===== src/rtl/core/bilg_pkg.sv =====
// Shared constants and unit request/response types for the IoU box loss block.
// No dependencies; compiled first.
`default_nettype none

package bilg_pkg;

	localparam int DIST_W     = 24;   // signed Q16.8 distance
	localparam int MAG_W      = 23;   // positive distance magnitude
	localparam int EDGE_W     = 24;   // sum of two distances
	localparam int AREA_W     = 48;
	localparam int UNION_W    = 49;
	localparam int SCALE_W    = 24;
	localparam int GRAD_W     = 32;
	localparam int LOSS_W     = 20;
	localparam int SUM_W      = 44;
	localparam int POS_W      = 24;
	localparam int MUL_W      = 32;
	localparam int PROD_W     = 64;
	localparam int MUL_DIGIT  = 4;    // multiplier bits consumed per cycle
	localparam int DIV_W      = 64;   // dividend shift register
	localparam int DIV_CNT_W  = 7;
	localparam int FRAC_BITS  = 16;
	localparam int IOU_W      = 33;   // Q1.32 ratio, 1.0 included
	localparam int MANT_W     = 31;   // Q1.30 mantissa
	localparam int LOG_ITERS  = 20;
	localparam int LOG_FRAC_W = 20;
	localparam int T2_W       = 40;

	localparam logic [SCALE_W-1:0]   SCALE_RESET = 24'd65536;
	localparam logic [IOU_W-1:0]     IOU_MIN     = 33'd43;
	localparam logic [MUL_W-1:0]     LN2_Q32     = 32'hB17217F8;
	localparam logic [PROD_W-1:0]    LN_ROUND    = 64'h0000_0008_0000_0000;
	localparam logic [DIV_CNT_W-1:0] DIV_STEPS   = 7'd64;
	localparam logic [DIV_CNT_W-1:0] IOU_STEPS   = 7'd80;

	typedef struct packed {
		logic             start;
		logic [MUL_W-1:0] a;
		logic [MUL_W-1:0] b;
	} mul_req_t;

	typedef struct packed {
		logic              done;
		logic [PROD_W-1:0] prod;
	} mul_rsp_t;

	typedef struct packed {
		logic                 start;
		logic [DIV_W-1:0]     dividend;
		logic [UNION_W-1:0]   divisor;
		logic [DIV_CNT_W-1:0] steps;
	} div_req_t;

	typedef struct packed {
		logic             done;
		logic [DIV_W-1:0] quot;
	} div_rsp_t;

endpackage

`default_nettype wire


===== src/rtl/core/bilg_if.sv =====
// Input and output stream interfaces (valid/ready) of the IoU box loss block.
// Depends on bilg_pkg for field widths.
`default_nettype none

interface bilg_in_if;
	logic                                valid;
	logic                                ready;
	logic signed [bilg_pkg::DIST_W-1:0] pred_top;
	logic signed [bilg_pkg::DIST_W-1:0] pred_bottom;
	logic signed [bilg_pkg::DIST_W-1:0] pred_left;
	logic signed [bilg_pkg::DIST_W-1:0] pred_right;
	logic signed [bilg_pkg::DIST_W-1:0] true_top;
	logic signed [bilg_pkg::DIST_W-1:0] true_bottom;
	logic signed [bilg_pkg::DIST_W-1:0] true_left;
	logic signed [bilg_pkg::DIST_W-1:0] true_right;
	logic                                last_pixel;

	modport source (output valid, pred_top, pred_bottom, pred_left, pred_right,
		true_top, true_bottom, true_left, true_right, last_pixel, input ready);
	modport sink (input valid, pred_top, pred_bottom, pred_left, pred_right,
		true_top, true_bottom, true_left, true_right, last_pixel, output ready);
endinterface

interface bilg_out_if;
	logic                                valid;
	logic                                ready;
	logic signed [bilg_pkg::GRAD_W-1:0] grad_top;
	logic signed [bilg_pkg::GRAD_W-1:0] grad_bottom;
	logic signed [bilg_pkg::GRAD_W-1:0] grad_left;
	logic signed [bilg_pkg::GRAD_W-1:0] grad_right;
	logic        [bilg_pkg::LOSS_W-1:0] pixel_loss;
	logic                                pixel_valid;
	logic        [bilg_pkg::LOSS_W-1:0] mean_loss;
	logic        [bilg_pkg::POS_W-1:0]  positive_total;
	logic                                batch_done;

	modport source (output valid, grad_top, grad_bottom, grad_left, grad_right,
		pixel_loss, pixel_valid, mean_loss, positive_total, batch_done, input ready);
	modport sink (input valid, grad_top, grad_bottom, grad_left, grad_right,
		pixel_loss, pixel_valid, mean_loss, positive_total, batch_done, output ready);
endinterface

`default_nettype wire


===== src/rtl/core/bilg_mul.sv =====
// Digit-serial unsigned multiplier, 32x32 -> 64, one 4-bit digit of b per cycle.
// Depends on bilg_pkg (mul_req_t / mul_rsp_t).
`default_nettype none

module bilg_mul (
	input  logic               clk,
	input  logic               arst_n,
	input  bilg_pkg::mul_req_t req,
	output bilg_pkg::mul_rsp_t rsp
);
	localparam int STEPS = bilg_pkg::MUL_W / bilg_pkg::MUL_DIGIT;
	localparam int CNT_W = $clog2(STEPS);
	localparam int PP_W  = bilg_pkg::MUL_W + bilg_pkg::MUL_DIGIT;

	logic                          busy_q;
	logic                          done_q;
	logic [CNT_W-1:0]              cnt_q;
	logic [bilg_pkg::MUL_W-1:0]    a_q;
	logic [bilg_pkg::MUL_W-1:0]    b_q;
	logic [bilg_pkg::PROD_W-1:0]   acc_q;
	logic [PP_W-1:0]               pp;

	// partial product of a and the top digit of b
	assign pp = PP_W'(a_q) * PP_W'(b_q[bilg_pkg::MUL_W-1 -: bilg_pkg::MUL_DIGIT]);

	always_ff @(posedge clk or negedge arst_n) begin
		if (!arst_n) begin
			busy_q <= 1'b0;
			done_q <= 1'b0;
			cnt_q  <= '0;
		end else if (req.start) begin
			busy_q <= 1'b1;
			done_q <= 1'b0;
			cnt_q  <= '0;
		end else if (busy_q) begin
			cnt_q <= cnt_q + CNT_W'(1);
			if (cnt_q == CNT_W'(STEPS - 1)) begin
				busy_q <= 1'b0;
				done_q <= 1'b1;
			end
		end else begin
			done_q <= 1'b0;
		end
	end

	always_ff @(posedge clk) begin
		if (req.start) begin
			a_q   <= req.a;
			b_q   <= req.b;
			acc_q <= '0;
		end else if (busy_q) begin
			acc_q <= {acc_q[bilg_pkg::PROD_W-bilg_pkg::MUL_DIGIT-1:0],
				bilg_pkg::MUL_DIGIT'(0)} + bilg_pkg::PROD_W'(pp);
			b_q   <= b_q << bilg_pkg::MUL_DIGIT;
		end
	end

	assign rsp.done = done_q;
	assign rsp.prod = acc_q;

endmodule

`default_nettype wire


===== src/rtl/core/bilg_div.sv =====
// Bit-serial restoring divider: 64-bit dividend streamed MSB first, 49-bit divisor,
// one quotient bit per cycle for a programmable step count. Depends on bilg_pkg.
`default_nettype none

module bilg_div (
	input  logic               clk,
	input  logic               arst_n,
	input  bilg_pkg::div_req_t req,
	output bilg_pkg::div_rsp_t rsp
);
	localparam int DW = bilg_pkg::UNION_W;

	logic                              busy_q;
	logic                              done_q;
	logic [bilg_pkg::DIV_CNT_W-1:0]    cnt_q;
	logic [bilg_pkg::DIV_W-1:0]        num_q;
	logic [DW-1:0]                     d_q;
	logic [DW-1:0]                     rem_q;
	logic [bilg_pkg::DIV_W-1:0]        quot_q;
	logic [DW:0]                       trial;
	logic [DW:0]                       diff;
	logic                              ge;

	assign trial = {rem_q, num_q[bilg_pkg::DIV_W-1]};
	assign diff  = trial - {1'b0, d_q};
	assign ge    = (trial >= {1'b0, d_q});

	always_ff @(posedge clk or negedge arst_n) begin
		if (!arst_n) begin
			busy_q <= 1'b0;
			done_q <= 1'b0;
			cnt_q  <= '0;
		end else if (req.start) begin
			busy_q <= 1'b1;
			done_q <= 1'b0;
			cnt_q  <= req.steps;
		end else if (busy_q) begin
			cnt_q <= cnt_q - bilg_pkg::DIV_CNT_W'(1);
			if (cnt_q == bilg_pkg::DIV_CNT_W'(1)) begin
				busy_q <= 1'b0;
				done_q <= 1'b1;
			end
		end else begin
			done_q <= 1'b0;
		end
	end

	always_ff @(posedge clk) begin
		if (req.start) begin
			num_q  <= req.dividend;
			d_q    <= req.divisor;
			rem_q  <= '0;
			quot_q <= '0;
		end else if (busy_q) begin
			// zeros shift in once the dividend bits are used up
			num_q  <= num_q << 1;
			rem_q  <= ge ? diff[DW-1:0] : trial[DW-1:0];
			quot_q <= {quot_q[bilg_pkg::DIV_W-2:0], ge};
		end
	end

	assign rsp.done = done_q;
	assign rsp.quot = quot_q;

endmodule

`default_nettype wire


===== src/rtl/core/box_iou_loss_gradient.sv =====
// IoU box loss and gradient unit. One pixel (four predicted and four true edge distances,
// signed Q16.8) is taken per beat and gives one result beat: four saturated Q8.24
// gradients scaled by grad_scale, -ln(IoU) in Q4.16, and on the last pixel of a batch the
// mean loss and positive count, after which both totals clear. Pixels are worked one at a
// time through a shared nibble-serial multiplier and a bit-serial divider (one quotient
// bit per cycle); the divider dominates. A pixel with a valid box needs 28 products,
// one 80-step and six 64-step divisions and up to 27 normalize shifts, with a handoff
// around each operation. A skipped pixel bypasses the arithmetic and runs only the mean
// division when it closes a batch. A new pixel is accepted while the previous result
// waits in the output register.
// Depends on bilg_pkg, bilg_if, bilg_mul, bilg_div.
`default_nettype none

module box_iou_loss_gradient #(
	parameter int COUNT_WIDTH = 24
) (
	input  logic                            clk,
	input  logic                            arst_n,
	input  logic                            cfg_we,
	input  logic [bilg_pkg::SCALE_W-1:0]    cfg_wdata,
	bilg_in_if.sink                         in_ch,
	bilg_out_if.source                      out_ch
);
	localparam int SUB_W = 5;
	localparam int MW    = bilg_pkg::MAG_W;
	localparam int EW    = bilg_pkg::EDGE_W;

	typedef enum logic [3:0] {
		S_IDLE, S_AREA, S_IOU, S_NORM, S_SQR, S_LN, S_T2, S_NUM, S_T1, S_FIN, S_MEAN, S_OUT
	} state_t;

	function automatic logic [MW-1:0] clamp_pos(input logic signed [bilg_pkg::DIST_W-1:0] x);
		return (x < 24'sd1) ? MW'(1) : x[MW-1:0];
	endfunction

	function automatic logic [bilg_pkg::GRAD_W-1:0] grad_sat(
		input logic [bilg_pkg::DIV_W-1:0] t1,
		input logic [bilg_pkg::T2_W-1:0]  t2
	);
		logic [bilg_pkg::DIV_W+1:0] d;
		d = {2'b00, t1} - (bilg_pkg::DIV_W + 2)'(t2);
		if (d[bilg_pkg::DIV_W+1:bilg_pkg::GRAD_W-1] == '0 ||
				d[bilg_pkg::DIV_W+1:bilg_pkg::GRAD_W-1] == '1) begin
			return d[bilg_pkg::GRAD_W-1:0];
		end else if (d[bilg_pkg::DIV_W+1]) begin
			return 32'h8000_0000;
		end else begin
			return 32'h7FFF_FFFF;
		end
	endfunction

	// control
	state_t                          state_q;
	logic [SUB_W-1:0]                sub_q;
	logic                            mul_go_q;
	logic                            div_go_q;
	logic                            out_valid_q;
	logic [bilg_pkg::SCALE_W-1:0]    grad_scale_q;
	logic [bilg_pkg::SUM_W-1:0]      loss_sum_q;
	logic [COUNT_WIDTH-1:0]          count_q;

	// per-pixel datapath
	logic [EW-1:0]                   ih_q, iw_q, svp_q, shp_q, sv_q, sh_q;
	logic [3:0]                      cflag_q;     // {right, left, bottom, top}
	logic                            valid_q;
	logic                            last_q;
	logic [bilg_pkg::AREA_W-1:0]     ia_q, pa_q, nprod_q;
	logic [bilg_pkg::UNION_W-1:0]    ua_q;
	logic [bilg_pkg::IOU_W-1:0]      x_q;
	logic [5:0]                      k_q;
	logic [bilg_pkg::MANT_W-1:0]     m_q;
	logic [bilg_pkg::LOG_FRAC_W-1:0] frac_q;
	logic [bilg_pkg::LOSS_W-1:0]     loss_q;
	logic [bilg_pkg::LOSS_W-1:0]     mean_q;
	logic [bilg_pkg::T2_W-1:0]       t2h_q, t2w_q;
	logic [bilg_pkg::GRAD_W-1:0]     grad_q [4];

	bilg_pkg::mul_req_t mul_req;
	bilg_pkg::mul_rsp_t mul_rsp;
	bilg_pkg::div_req_t div_req;
	bilg_pkg::div_rsp_t div_rsp;

	// accept-time decode
	logic                            in_acc;
	logic [MW-1:0]                   p_t, p_b, p_l, p_r, t_t, t_b, t_l, t_r;
	logic                            valid_in, pos_in;
	logic signed [EW:0]              sv_in, sh_in;
	logic [EW-1:0]                   ih_in, iw_in;

	// step logic
	logic [24:0]                     nl2;
	logic [bilg_pkg::PROD_W-1:0]     ln_sum;
	logic [27:0]                     ln_val;
	logic [bilg_pkg::LOSS_W-1:0]     loss_next;
	logic [bilg_pkg::IOU_W-1:0]      iou_raw;
	logic [31:0]                     sq;
	logic [EW-1:0]                   num_base, num_dim, num_val;
	logic                            cur_c;
	logic [bilg_pkg::T2_W-1:0]       t2_use;
	logic [bilg_pkg::SUM_W:0]        sum_ext;
	logic [31:0]                     count32;
	logic [bilg_pkg::POS_W-1:0]      pos_total;
	logic                            out_load;

	assign in_ch.ready = (state_q == S_IDLE);
	assign in_acc      = in_ch.valid && in_ch.ready;

	assign p_t = clamp_pos(in_ch.pred_top);
	assign p_b = clamp_pos(in_ch.pred_bottom);
	assign p_l = clamp_pos(in_ch.pred_left);
	assign p_r = clamp_pos(in_ch.pred_right);
	assign t_t = in_ch.true_top[MW-1:0];
	assign t_b = in_ch.true_bottom[MW-1:0];
	assign t_l = in_ch.true_left[MW-1:0];
	assign t_r = in_ch.true_right[MW-1:0];

	assign valid_in = (in_ch.true_top > 24'sd0) && (in_ch.true_bottom > 24'sd0) &&
		(in_ch.true_left > 24'sd0) && (in_ch.true_right > 24'sd0);
	assign sv_in = (EW + 1)'(in_ch.true_top) + (EW + 1)'(in_ch.true_bottom);
	assign sh_in = (EW + 1)'(in_ch.true_left) + (EW + 1)'(in_ch.true_right);
	// looser positive rule: both extents nonzero with the same sign, top positive
	assign pos_in = (sv_in != '0) && (sh_in != '0) && (sv_in[EW] == sh_in[EW]) &&
		(in_ch.true_top > 24'sd0);

	assign ih_in = EW'((p_t < t_t) ? p_t : t_t) + EW'((p_b < t_b) ? p_b : t_b);
	assign iw_in = EW'((p_l < t_l) ? p_l : t_l) + EW'((p_r < t_r) ? p_r : t_r);

	// -log2 in Q.20, then times ln 2 in Q0.32 with rounding
	assign nl2       = {5'(6'd32 - k_q), 20'b0} - 25'(frac_q);
	assign ln_sum    = mul_rsp.prod + bilg_pkg::LN_ROUND;
	assign ln_val    = ln_sum[63:36];
	assign loss_next = (ln_val[27:20] != '0) ? '1 : ln_val[19:0];
	assign iou_raw   = div_rsp.quot[bilg_pkg::IOU_W-1:0];
	assign sq        = mul_rsp.prod[61:30];

	// gradient j = sub_q[1:0]: top/bottom use the width terms and the height t2, left/right the reverse
	assign cur_c    = cflag_q[sub_q[1:0]];
	assign num_base = sub_q[1] ? svp_q : shp_q;
	assign num_dim  = sub_q[1] ? ih_q : iw_q;
	assign num_val  = num_base - (cur_c ? num_dim : '0);
	assign t2_use   = cur_c ? (sub_q[1] ? t2w_q : t2h_q) : '0;

	assign sum_ext   = {1'b0, loss_sum_q} + (bilg_pkg::SUM_W + 1)'(loss_q);
	assign count32   = 32'(count_q);
	assign pos_total = (count32 > 32'h00FF_FFFF) ? '1 : count32[bilg_pkg::POS_W-1:0];
	assign out_load  = (state_q == S_OUT) && (!out_valid_q || out_ch.ready);

	// unit operand selection
	always_comb begin
		mul_req.start = mul_go_q;
		mul_req.a     = '0;
		mul_req.b     = '0;
		case (state_q)
			S_AREA: begin
				if (sub_q == SUB_W'(0)) begin
					mul_req.a = 32'(ih_q);
					mul_req.b = 32'(iw_q);
				end else if (sub_q == SUB_W'(1)) begin
					mul_req.a = 32'(svp_q);
					mul_req.b = 32'(shp_q);
				end else begin
					mul_req.a = 32'(sv_q);
					mul_req.b = 32'(sh_q);
				end
			end
			S_SQR: begin
				mul_req.a = 32'(m_q);
				mul_req.b = 32'(m_q);
			end
			S_LN: begin
				mul_req.a = 32'(nl2);
				mul_req.b = bilg_pkg::LN2_Q32;
			end
			S_NUM: begin
				mul_req.a = 32'(grad_scale_q);
				mul_req.b = 32'(num_val);
			end
			default: ;
		endcase
	end

	always_comb begin
		div_req.start    = div_go_q;
		div_req.dividend = '0;
		div_req.divisor  = '0;
		div_req.steps    = bilg_pkg::DIV_STEPS;
		case (state_q)
			S_IOU: begin
				div_req.dividend = {ia_q, 16'b0};
				div_req.divisor  = ua_q;
				div_req.steps    = bilg_pkg::IOU_STEPS;
			end
			S_T2: begin
				div_req.dividend = 64'({grad_scale_q, 16'b0});
				div_req.divisor  = 49'(sub_q[0] ? iw_q : ih_q);
			end
			S_T1: begin
				div_req.dividend = {nprod_q, 16'b0};
				div_req.divisor  = ua_q;
			end
			S_MEAN: begin
				div_req.dividend = 64'(loss_sum_q);
				div_req.divisor  = (count_q == '0) ? 49'd1 : 49'(count_q);
			end
			default: ;
		endcase
	end

	bilg_mul u_mul (
		.clk    (clk),
		.arst_n (arst_n),
		.req    (mul_req),
		.rsp    (mul_rsp)
	);

	bilg_div u_div (
		.clk    (clk),
		.arst_n (arst_n),
		.req    (div_req),
		.rsp    (div_rsp)
	);

	// sequencer
	always_ff @(posedge clk or negedge arst_n) begin
		if (!arst_n) begin
			state_q      <= S_IDLE;
			sub_q        <= '0;
			mul_go_q     <= 1'b0;
			div_go_q     <= 1'b0;
			out_valid_q  <= 1'b0;
			grad_scale_q <= bilg_pkg::SCALE_RESET;
			loss_sum_q   <= '0;
			count_q      <= '0;
		end else begin
			mul_go_q <= 1'b0;
			div_go_q <= 1'b0;
			if (cfg_we) begin
				grad_scale_q <= cfg_wdata;
			end
			if (out_load) begin
				out_valid_q <= 1'b1;
			end else if (out_ch.ready) begin
				out_valid_q <= 1'b0;
			end
			unique case (state_q)
				S_IDLE: begin
					if (in_ch.valid) begin
						if (pos_in && count_q != '1) begin
							count_q <= count_q + COUNT_WIDTH'(1);
						end
						if (valid_in) begin
							state_q  <= S_AREA;
							sub_q    <= '0;
							mul_go_q <= 1'b1;
						end else begin
							state_q <= S_FIN;
						end
					end
				end
				S_AREA: begin
					if (mul_rsp.done) begin
						if (sub_q == SUB_W'(2)) begin
							state_q  <= S_IOU;
							div_go_q <= 1'b1;
						end else begin
							sub_q    <= sub_q + SUB_W'(1);
							mul_go_q <= 1'b1;
						end
					end
				end
				S_IOU: begin
					if (div_rsp.done) begin
						state_q <= S_NORM;
					end
				end
				S_NORM: begin
					if (x_q[bilg_pkg::IOU_W-1]) begin
						state_q  <= S_SQR;
						sub_q    <= '0;
						mul_go_q <= 1'b1;
					end
				end
				S_SQR: begin
					if (mul_rsp.done) begin
						mul_go_q <= 1'b1;
						if (sub_q == SUB_W'(bilg_pkg::LOG_ITERS - 1)) begin
							state_q <= S_LN;
						end else begin
							sub_q <= sub_q + SUB_W'(1);
						end
					end
				end
				S_LN: begin
					if (mul_rsp.done) begin
						state_q  <= S_T2;
						sub_q    <= '0;
						div_go_q <= 1'b1;
					end
				end
				S_T2: begin
					if (div_rsp.done) begin
						if (sub_q == SUB_W'(1)) begin
							state_q  <= S_NUM;
							sub_q    <= '0;
							mul_go_q <= 1'b1;
						end else begin
							sub_q    <= sub_q + SUB_W'(1);
							div_go_q <= 1'b1;
						end
					end
				end
				S_NUM: begin
					if (mul_rsp.done) begin
						state_q  <= S_T1;
						div_go_q <= 1'b1;
					end
				end
				S_T1: begin
					if (div_rsp.done) begin
						if (sub_q == SUB_W'(3)) begin
							state_q <= S_FIN;
						end else begin
							sub_q    <= sub_q + SUB_W'(1);
							state_q  <= S_NUM;
							mul_go_q <= 1'b1;
						end
					end
				end
				S_FIN: begin
					if (valid_q) begin
						loss_sum_q <= sum_ext[bilg_pkg::SUM_W] ? '1 : sum_ext[bilg_pkg::SUM_W-1:0];
					end
					if (last_q) begin
						state_q  <= S_MEAN;
						div_go_q <= 1'b1;
					end else begin
						state_q <= S_OUT;
					end
				end
				S_MEAN: begin
					if (div_rsp.done) begin
						state_q <= S_OUT;
					end
				end
				S_OUT: begin
					if (out_load) begin
						state_q <= S_IDLE;
						if (last_q) begin
							loss_sum_q <= '0;
							count_q    <= '0;
						end
					end
				end
				default: state_q <= S_IDLE;
			endcase
		end
	end

	// datapath
	always_ff @(posedge clk) begin
		if (in_acc) begin
			ih_q    <= ih_in;
			iw_q    <= iw_in;
			svp_q   <= EW'(p_t) + EW'(p_b);
			shp_q   <= EW'(p_l) + EW'(p_r);
			sv_q    <= EW'(t_t) + EW'(t_b);
			sh_q    <= EW'(t_l) + EW'(t_r);
			cflag_q <= {p_r < t_r, p_l < t_l, p_b < t_b, p_t < t_t};
			valid_q <= valid_in;
			last_q  <= in_ch.last_pixel;
			loss_q  <= '0;
			mean_q  <= '0;
			for (int i = 0; i < 4; i++) begin
				grad_q[i] <= '0;
			end
		end
		case (state_q)
			S_AREA: begin
				if (mul_rsp.done) begin
					if (sub_q == SUB_W'(0)) begin
						ia_q <= mul_rsp.prod[bilg_pkg::AREA_W-1:0];
					end else if (sub_q == SUB_W'(1)) begin
						pa_q <= mul_rsp.prod[bilg_pkg::AREA_W-1:0];
					end else begin
						ua_q <= bilg_pkg::UNION_W'(pa_q) +
							bilg_pkg::UNION_W'(mul_rsp.prod[bilg_pkg::AREA_W-1:0]) -
							bilg_pkg::UNION_W'(ia_q);
					end
				end
			end
			S_IOU: begin
				if (div_rsp.done) begin
					x_q <= (iou_raw < bilg_pkg::IOU_MIN) ? bilg_pkg::IOU_MIN : iou_raw;
					k_q <= 6'd32;
				end
			end
			S_NORM: begin
				// shift until the ratio's top bit reaches bit 32
				if (!x_q[bilg_pkg::IOU_W-1]) begin
					x_q <= x_q << 1;
					k_q <= k_q - 6'd1;
				end else begin
					m_q    <= x_q[bilg_pkg::IOU_W-1:2];
					frac_q <= '0;
				end
			end
			S_SQR: begin
				if (mul_rsp.done) begin
					m_q    <= sq[31] ? sq[31:1] : sq[30:0];
					frac_q <= {frac_q[bilg_pkg::LOG_FRAC_W-2:0], sq[31]};
				end
			end
			S_LN: begin
				if (mul_rsp.done) begin
					loss_q <= loss_next;
				end
			end
			S_T2: begin
				if (div_rsp.done) begin
					if (sub_q[0]) begin
						t2w_q <= div_rsp.quot[bilg_pkg::T2_W-1:0];
					end else begin
						t2h_q <= div_rsp.quot[bilg_pkg::T2_W-1:0];
					end
				end
			end
			S_NUM: begin
				if (mul_rsp.done) begin
					nprod_q <= mul_rsp.prod[bilg_pkg::AREA_W-1:0];
				end
			end
			S_T1: begin
				if (div_rsp.done) begin
					grad_q[sub_q[1:0]] <= grad_sat(div_rsp.quot, t2_use);
				end
			end
			S_MEAN: begin
				if (div_rsp.done) begin
					mean_q <= (div_rsp.quot[63:20] != '0) ? '1 : div_rsp.quot[19:0];
				end
			end
			S_OUT: begin
				if (out_load) begin
					out_ch.grad_top       <= grad_q[0];
					out_ch.grad_bottom    <= grad_q[1];
					out_ch.grad_left      <= grad_q[2];
					out_ch.grad_right     <= grad_q[3];
					out_ch.pixel_loss     <= loss_q;
					out_ch.pixel_valid    <= valid_q;
					out_ch.mean_loss      <= mean_q;
					out_ch.positive_total <= last_q ? pos_total : '0;
					out_ch.batch_done     <= last_q;
				end
			end
			default: ;
		endcase
	end

	assign out_ch.valid = out_valid_q;

	a_units_exclusive: assert property (@(posedge clk) disable iff (!arst_n)
		!(mul_go_q && div_go_q))
		else $error("multiplier and divider started together");

	a_sum_hold: assert property (@(posedge clk) disable iff (!arst_n)
		(state_q != S_FIN && state_q != S_OUT) |=> $stable(loss_sum_q))
		else $error("loss sum changed outside update or report");

	a_count_hold: assert property (@(posedge clk) disable iff (!arst_n)
		(!in_acc && state_q != S_OUT) |=> $stable(count_q))
		else $error("positive count changed without a beat");

	a_out_load: assert property (@(posedge clk) disable iff (!arst_n)
		out_load |=> (out_valid_q && state_q == S_IDLE))
		else $error("result load did not present a beat");

endmodule

`default_nettype wire


===== src/flat_wrapper.sv =====
// flat-port wrapper written by rule: the top's interface ports become plain ports
module box_iou_loss_gradient_flat 
#(
	parameter int COUNT_WIDTH = 24
)
  (clk, arst_n, cfg_we, cfg_wdata, in_ch_valid, in_ch_pred_top, in_ch_pred_bottom, in_ch_pred_left, in_ch_pred_right, in_ch_true_top, in_ch_true_bottom, in_ch_true_left, in_ch_true_right, in_ch_last_pixel, in_ch_ready, out_ch_valid, out_ch_grad_top, out_ch_grad_bottom, out_ch_grad_left, out_ch_grad_right, out_ch_pixel_loss, out_ch_pixel_valid, out_ch_mean_loss, out_ch_positive_total, out_ch_batch_done, out_ch_ready);
  bilg_in_if in_ch_i ();
  bilg_out_if out_ch_i ();
  input  logic clk;
  input  logic arst_n;
  input  logic cfg_we;
  input  logic [bilg_pkg::SCALE_W-1:0] cfg_wdata;
  input wire logic [$bits(in_ch_i.valid)-1:0] in_ch_valid;
  input wire logic [$bits(in_ch_i.pred_top)-1:0] in_ch_pred_top;
  input wire logic [$bits(in_ch_i.pred_bottom)-1:0] in_ch_pred_bottom;
  input wire logic [$bits(in_ch_i.pred_left)-1:0] in_ch_pred_left;
  input wire logic [$bits(in_ch_i.pred_right)-1:0] in_ch_pred_right;
  input wire logic [$bits(in_ch_i.true_top)-1:0] in_ch_true_top;
  input wire logic [$bits(in_ch_i.true_bottom)-1:0] in_ch_true_bottom;
  input wire logic [$bits(in_ch_i.true_left)-1:0] in_ch_true_left;
  input wire logic [$bits(in_ch_i.true_right)-1:0] in_ch_true_right;
  input wire logic [$bits(in_ch_i.last_pixel)-1:0] in_ch_last_pixel;
  output wire logic [$bits(in_ch_i.ready)-1:0] in_ch_ready;
  output wire logic [$bits(out_ch_i.valid)-1:0] out_ch_valid;
  output wire logic [$bits(out_ch_i.grad_top)-1:0] out_ch_grad_top;
  output wire logic [$bits(out_ch_i.grad_bottom)-1:0] out_ch_grad_bottom;
  output wire logic [$bits(out_ch_i.grad_left)-1:0] out_ch_grad_left;
  output wire logic [$bits(out_ch_i.grad_right)-1:0] out_ch_grad_right;
  output wire logic [$bits(out_ch_i.pixel_loss)-1:0] out_ch_pixel_loss;
  output wire logic [$bits(out_ch_i.pixel_valid)-1:0] out_ch_pixel_valid;
  output wire logic [$bits(out_ch_i.mean_loss)-1:0] out_ch_mean_loss;
  output wire logic [$bits(out_ch_i.positive_total)-1:0] out_ch_positive_total;
  output wire logic [$bits(out_ch_i.batch_done)-1:0] out_ch_batch_done;
  input wire logic [$bits(out_ch_i.ready)-1:0] out_ch_ready;
  assign in_ch_i.valid = in_ch_valid;
  assign in_ch_i.pred_top = in_ch_pred_top;
  assign in_ch_i.pred_bottom = in_ch_pred_bottom;
  assign in_ch_i.pred_left = in_ch_pred_left;
  assign in_ch_i.pred_right = in_ch_pred_right;
  assign in_ch_i.true_top = in_ch_true_top;
  assign in_ch_i.true_bottom = in_ch_true_bottom;
  assign in_ch_i.true_left = in_ch_true_left;
  assign in_ch_i.true_right = in_ch_true_right;
  assign in_ch_i.last_pixel = in_ch_last_pixel;
  assign in_ch_ready = in_ch_i.ready;
  assign out_ch_valid = out_ch_i.valid;
  assign out_ch_grad_top = out_ch_i.grad_top;
  assign out_ch_grad_bottom = out_ch_i.grad_bottom;
  assign out_ch_grad_left = out_ch_i.grad_left;
  assign out_ch_grad_right = out_ch_i.grad_right;
  assign out_ch_pixel_loss = out_ch_i.pixel_loss;
  assign out_ch_pixel_valid = out_ch_i.pixel_valid;
  assign out_ch_mean_loss = out_ch_i.mean_loss;
  assign out_ch_positive_total = out_ch_i.positive_total;
  assign out_ch_batch_done = out_ch_i.batch_done;
  assign out_ch_i.ready = out_ch_ready;
  box_iou_loss_gradient #(.COUNT_WIDTH(COUNT_WIDTH)) u_core (.clk(clk), .arst_n(arst_n), .cfg_we(cfg_we), .cfg_wdata(cfg_wdata), .in_ch(in_ch_i), .out_ch(out_ch_i));
endmodule

===== config.mk =====
export PLATFORM = sky130hd
export DESIGN_NAME = box_iou_loss_gradient_flat
export DESIGN_NICKNAME = d
export VERILOG_FILES = /design/src/rtl/core/bilg_pkg.sv /design/src/rtl/core/bilg_if.sv /design/src/rtl/core/bilg_mul.sv /design/src/rtl/core/bilg_div.sv /design/src/rtl/core/box_iou_loss_gradient.sv /design/src/flat_wrapper.sv
export SDC_FILE = /design/constraint.sdc
export NUM_CORES = 2
export LEC_CHECK = 0
export BUFFER_PORTS_ARGS = -buffer_cell sky130_fd_sc_hd__buf_2
export CAP_MARGIN = 5
export CORE_UTILIZATION = 63
export DETAILED_ROUTE_END_ITERATION = 12
export PLACE_DENSITY = 0.83
export SLEW_MARGIN = 10
export SYNTH_ARGS = -nofsm -noshare
export SYNTH_HDL_FRONTEND = slang
export SYNTH_SLANG_ARGS = --single-unit

===== constraint.sdc =====
create_clock -name clk -period 15.55 [get_ports clk]
set_input_delay 1.555 -clock clk [delete_from_list [all_inputs] [get_ports clk]]
set_output_delay 1.555 -clock clk [all_outputs]
set_load 0.02 [all_outputs]

==> key figures <==
Global routing
  • Largest net degree at the start of global routing: 167
  • Initial antenna violation count: 11
  • Global-route wire length before repair: 383 mm
  • GRT Util Overall: 39.0%
  • Total gr overflow: 0
  • Vias in the first global route: 62050

Worst hold path
  • Hold Path Sink: out_ch_grad_bottom[0]$_DFFE_PP_
  • Hold Path Stages: 0
  • HP Class: flop to flop
  • Hold path start: u_core.grad_q[1][0]$_SDFFCE_PN0P_

Timing
  • Max Slew Vio Count: 0
  • Clock Skew: 0.0686 ns
  • Max transition margin: 11.2%
  • Unrepaired setup endpoints after global routing: false
  • Achievable Freq: 0.123 GHz
  • Final min period: 8.16 ns
  • Final period utilization: 52.5%
  • Least-Margin Pin Slew: 1.33 ns
  • Setup violators final: 0
  • Hold Violations, Final: 0
  • Final Worst Setup Slack: 7.39 ns
  • Setup TNS: 0 ns

Synthesis
  • Post-synth ARST share: 8.77%
  • Post-synthesis instance total: 7855
  • Synth top area share: 37.6%
  • Largest area contributor in the netlist: edfxtp_1
  • Area contributors post-synth: edfxtp_1 38%, ha_1 7.2%, dfxtp_1 5.4%
  • Netlist cell types: 88
  • Syn nets: 8688
  • Seq cells post-synth: 1345
  • Sequential element share of the synthesized area: between 40 and 50%
  • Synth Cell Area: slightly above 0.08 mm²
  • EDFF count, synth: 1010
  • Mean Syn Cell Area: 10.3 µm²
  • Top_reg_cell synth: edfxtp_1
  • Ys Warns: 0

Detailed routing
  • Remaining DRCs: 0
  • Routed Antenna Nets: 0
  • Total number of vias: 65353
  • DRT Pass-1 Iters: 8
  • Drt via density: 6.60
  • Starting DRT DRC Count: 8613
  • Drt wl/cell: 26.0 µm
  • Routed wire length: 258 mm

Setup path
  • Worst EP arrival: 8.78 ns
  • Crit Path Max Fanout: 56
  • R2R cell count: 22
  • Worst Setup SP: u_core.sub_q[0]$_DFFE_PN0P_
  • Reg2reg start: u_core.sub_q[0]$_DFFE_PN0P_
  • Setup crit end kind: flop
  • Critical path type: flop to flop
  • Critical R2R Capture: u_core.grad_q[0][8]$_SDFFCE_PN0P_
  • Critical path data required time: ~16 ns
  • R2r setup slk: 7.39 ns
  • Critical path startpoint category: flop

Clocking
  • CTS Hold Bufs: 0
  • Clk sinks: approximately 1300
  • Setup Fix Bufs, Post-CTS: 0
  • H-tree levels: 4
  • Post_cts resized: 0
  • Clock Latency Late Sink: 0.82 ns
  • Root Buffer: clkbuf_16
  • Clock transition at the registers of the reported paths: 0.07 ns
  • Clock tree from TritonCTS: yes
  • Cts bufs inserted: 141
  • Clk buf depth: 3

Floorplan
  • Starting density of the core: between 60% and 70%
  • Die ar.: around 0.13 mm²
  • Die Wd: 360 µm
  • Num rows: 130
  • Ports: around 420
  • Chip height: about 360 µm
  • Core area: 0.126 mm²

Place
  • Port bufs: 417
  • Gpl congestion: just over 1
  • Dpl cells: around 9600
  • Place WS: 6.82 ns
  • Hpwl dp: roughly 190 mm

Layout
  • Final net count: approximately 9000
  • Non-filler cells, final: 9899
  • Layout cells sized above 1: 12.4%
  • Area Overhead vs Synth: 10.4%
  • FILL cells: around 9200

Outcome
  • Status: completed

Power and ir drop
  • Power Density: approximately 210 mW/mm²
  • Static Leakage: 37.1 nW
  • Worst vdd ir: roughly 600 µV

Flow run
  • Max_cap viols: 0
[kinds of logic (layout without fill, tap and decap cells)]
logic type | Yosys count | after routing | synth area share [%]
and+or+nand+nor | 2310 | 2310 | 14.0
AOI/OAI and AO/OA | 1844 | 1844 | 14.6
DFF | 1345 | 1345 | 46.6
buffers and inverters | 974 | 1365 | 4.64
adders and majority gates | 611 | 611 | 10.8
muxes | 395 | 395 | 5.22
xor gates and xnor gates | 376 | 376 | 4.08
other | 0 | 3 | 0
[worst max path at each step]
stage	end	slack, ns	cells past startpoint
floorplan	u_core.count_q[14]$_DFFE_PN0P_	3.13	5
CTS	u_core.iw_q[22]$_DFFE_PP_	7.63	36
finish	u_core.grad_q[0][8]$_SDFFCE_PN0P_	7.39	22
detailed placement	u_core.iw_q[22]$_DFFE_PP_	6.82	36
global route	u_core.iw_q[22]$_DFFE_PP_	6.91	36
global placement	u_core.iw_q[22]$_DFFE_PP_	6.84	36
[routing by layer]
metal / up-vias / routed length [µm] / GRT usage, % / part of all wire, %
met5: - / 34 / 0 / 0.013
met4: 6 / 15700 / 20.7 / 6.1
met3: 763 / 30000 / 9.27 / 12
met2: 4048 / 115000 / 60.6 / 45
met1: 31506 / 96600 / 50.9 / 37
li1: 29030 / - / - / -
[registers in the layout (all words and copies together), names as in the netlist, 49 cells and up]
signal	count
u_core.u_div.quot_q	64
u_core.u_div.rem_q	49
u_core.u_div.d_q	49
u_core.grad_q	128
u_core.u_mul.acc_q	64
u_core.ua_q	49
u_core.u_div.num_q	64
[report_power, final]
group	internal [W]	switching, W
clock	0.00197	0.00152
combinational	0.00358	0.00578
sequential	0.00496	0.000872
[worst max-delay path, stage by stage (launching register included)]
cell	delay, ns
dfrtp_2	0.44
buf_4	0.50
mux2_2	0.34
nor2_1	0.09
a21oi_4	0.32
buf_4	0.57
nor2b_1	0.22
ha_1	0.20
inv_1	0.06
fa_1	0.42
nand3_1	0.16
a211oi_1	0.11
o21ba_2	0.24
o311ai_0	0.94
a2111oi_0	0.39
nor2_1	0.36
nand3_1	0.52
nor4_1	0.43
nand4_1	0.15
nor4_1	0.21
a32oi_1	0.34
nand2b_4	0.49
o21ai_0	0.34
[placed cells by master (no fill, tap or decap), types with 85 or more instances in the layout]
cell type,Yosys,final
dfrtp_1,117,111
fa_1,146,146
xnor2_1,263,263
o21ai_0,321,319
nor2b_1,115,113
mux2i_1,188,188
o22ai_1,85,85
dfxtp_1,217,216
nand3_1,153,153
nor2_1,657,649
edfxtp_1,1010,1010
ha_1,465,463
nor3_1,153,142
and2_1,174,174
inv_1,608,606
clkbuf_16,0,147
and3_1,97,96
mux2_2,207,207
buf_2,12,416
o21ai_1,97,94
a21oi_1,541,540
a21o_1,123,123
nand2_1,541,538
xor2_1,113,113
[cells in the mapped netlist (113+ instances only)]
master	count
a21oi_1	541
nor3_1	153
a21o_1	123
xnor2_1	263
ha_1	465
mux2i_1	188
edfxtp_1	1010
nor2b_1	115
dfrtp_1	117
mux2_2	207
nand2_1	541
nand3_1	153
and2_1	174
dfxtp_1	217
o21ai_0	321
inv_1	608
clkbuf_1	312
fa_1	146
nor2_1	657
xor2_1	113
[metrics by stage]
stage,cell area (µm²),power (W),hold WS [ns],utilization (%)
2_1_floorplan,80700,0.0122,0.400,-
3_3_place_gp,84200,0.0146,0.401,66.6
3_5_place_dp,84200,0.0149,0.405,66.6
4_1_cts,89100,0.0184,0.405,70.5
5_1_grt,89100,0.0197,0.407,70.5
6_report,89100,0.0187,0.412,70.5
[cell type report]
class	instances	area [µm²]	area share, %
multi-input cells	5536	39500	44.4
flip-flops and latches	1345	37600	42.3
clock buffers	189	3900	4.37
repair buffers	496	2700	3.03
inverters	609	2290	2.57
well taps	1650	2060	2.32
clock inverters	71	957	1.07
diodes	3	7.51	0.00843
Note: power is estimated with default switching activity, not from simulation.
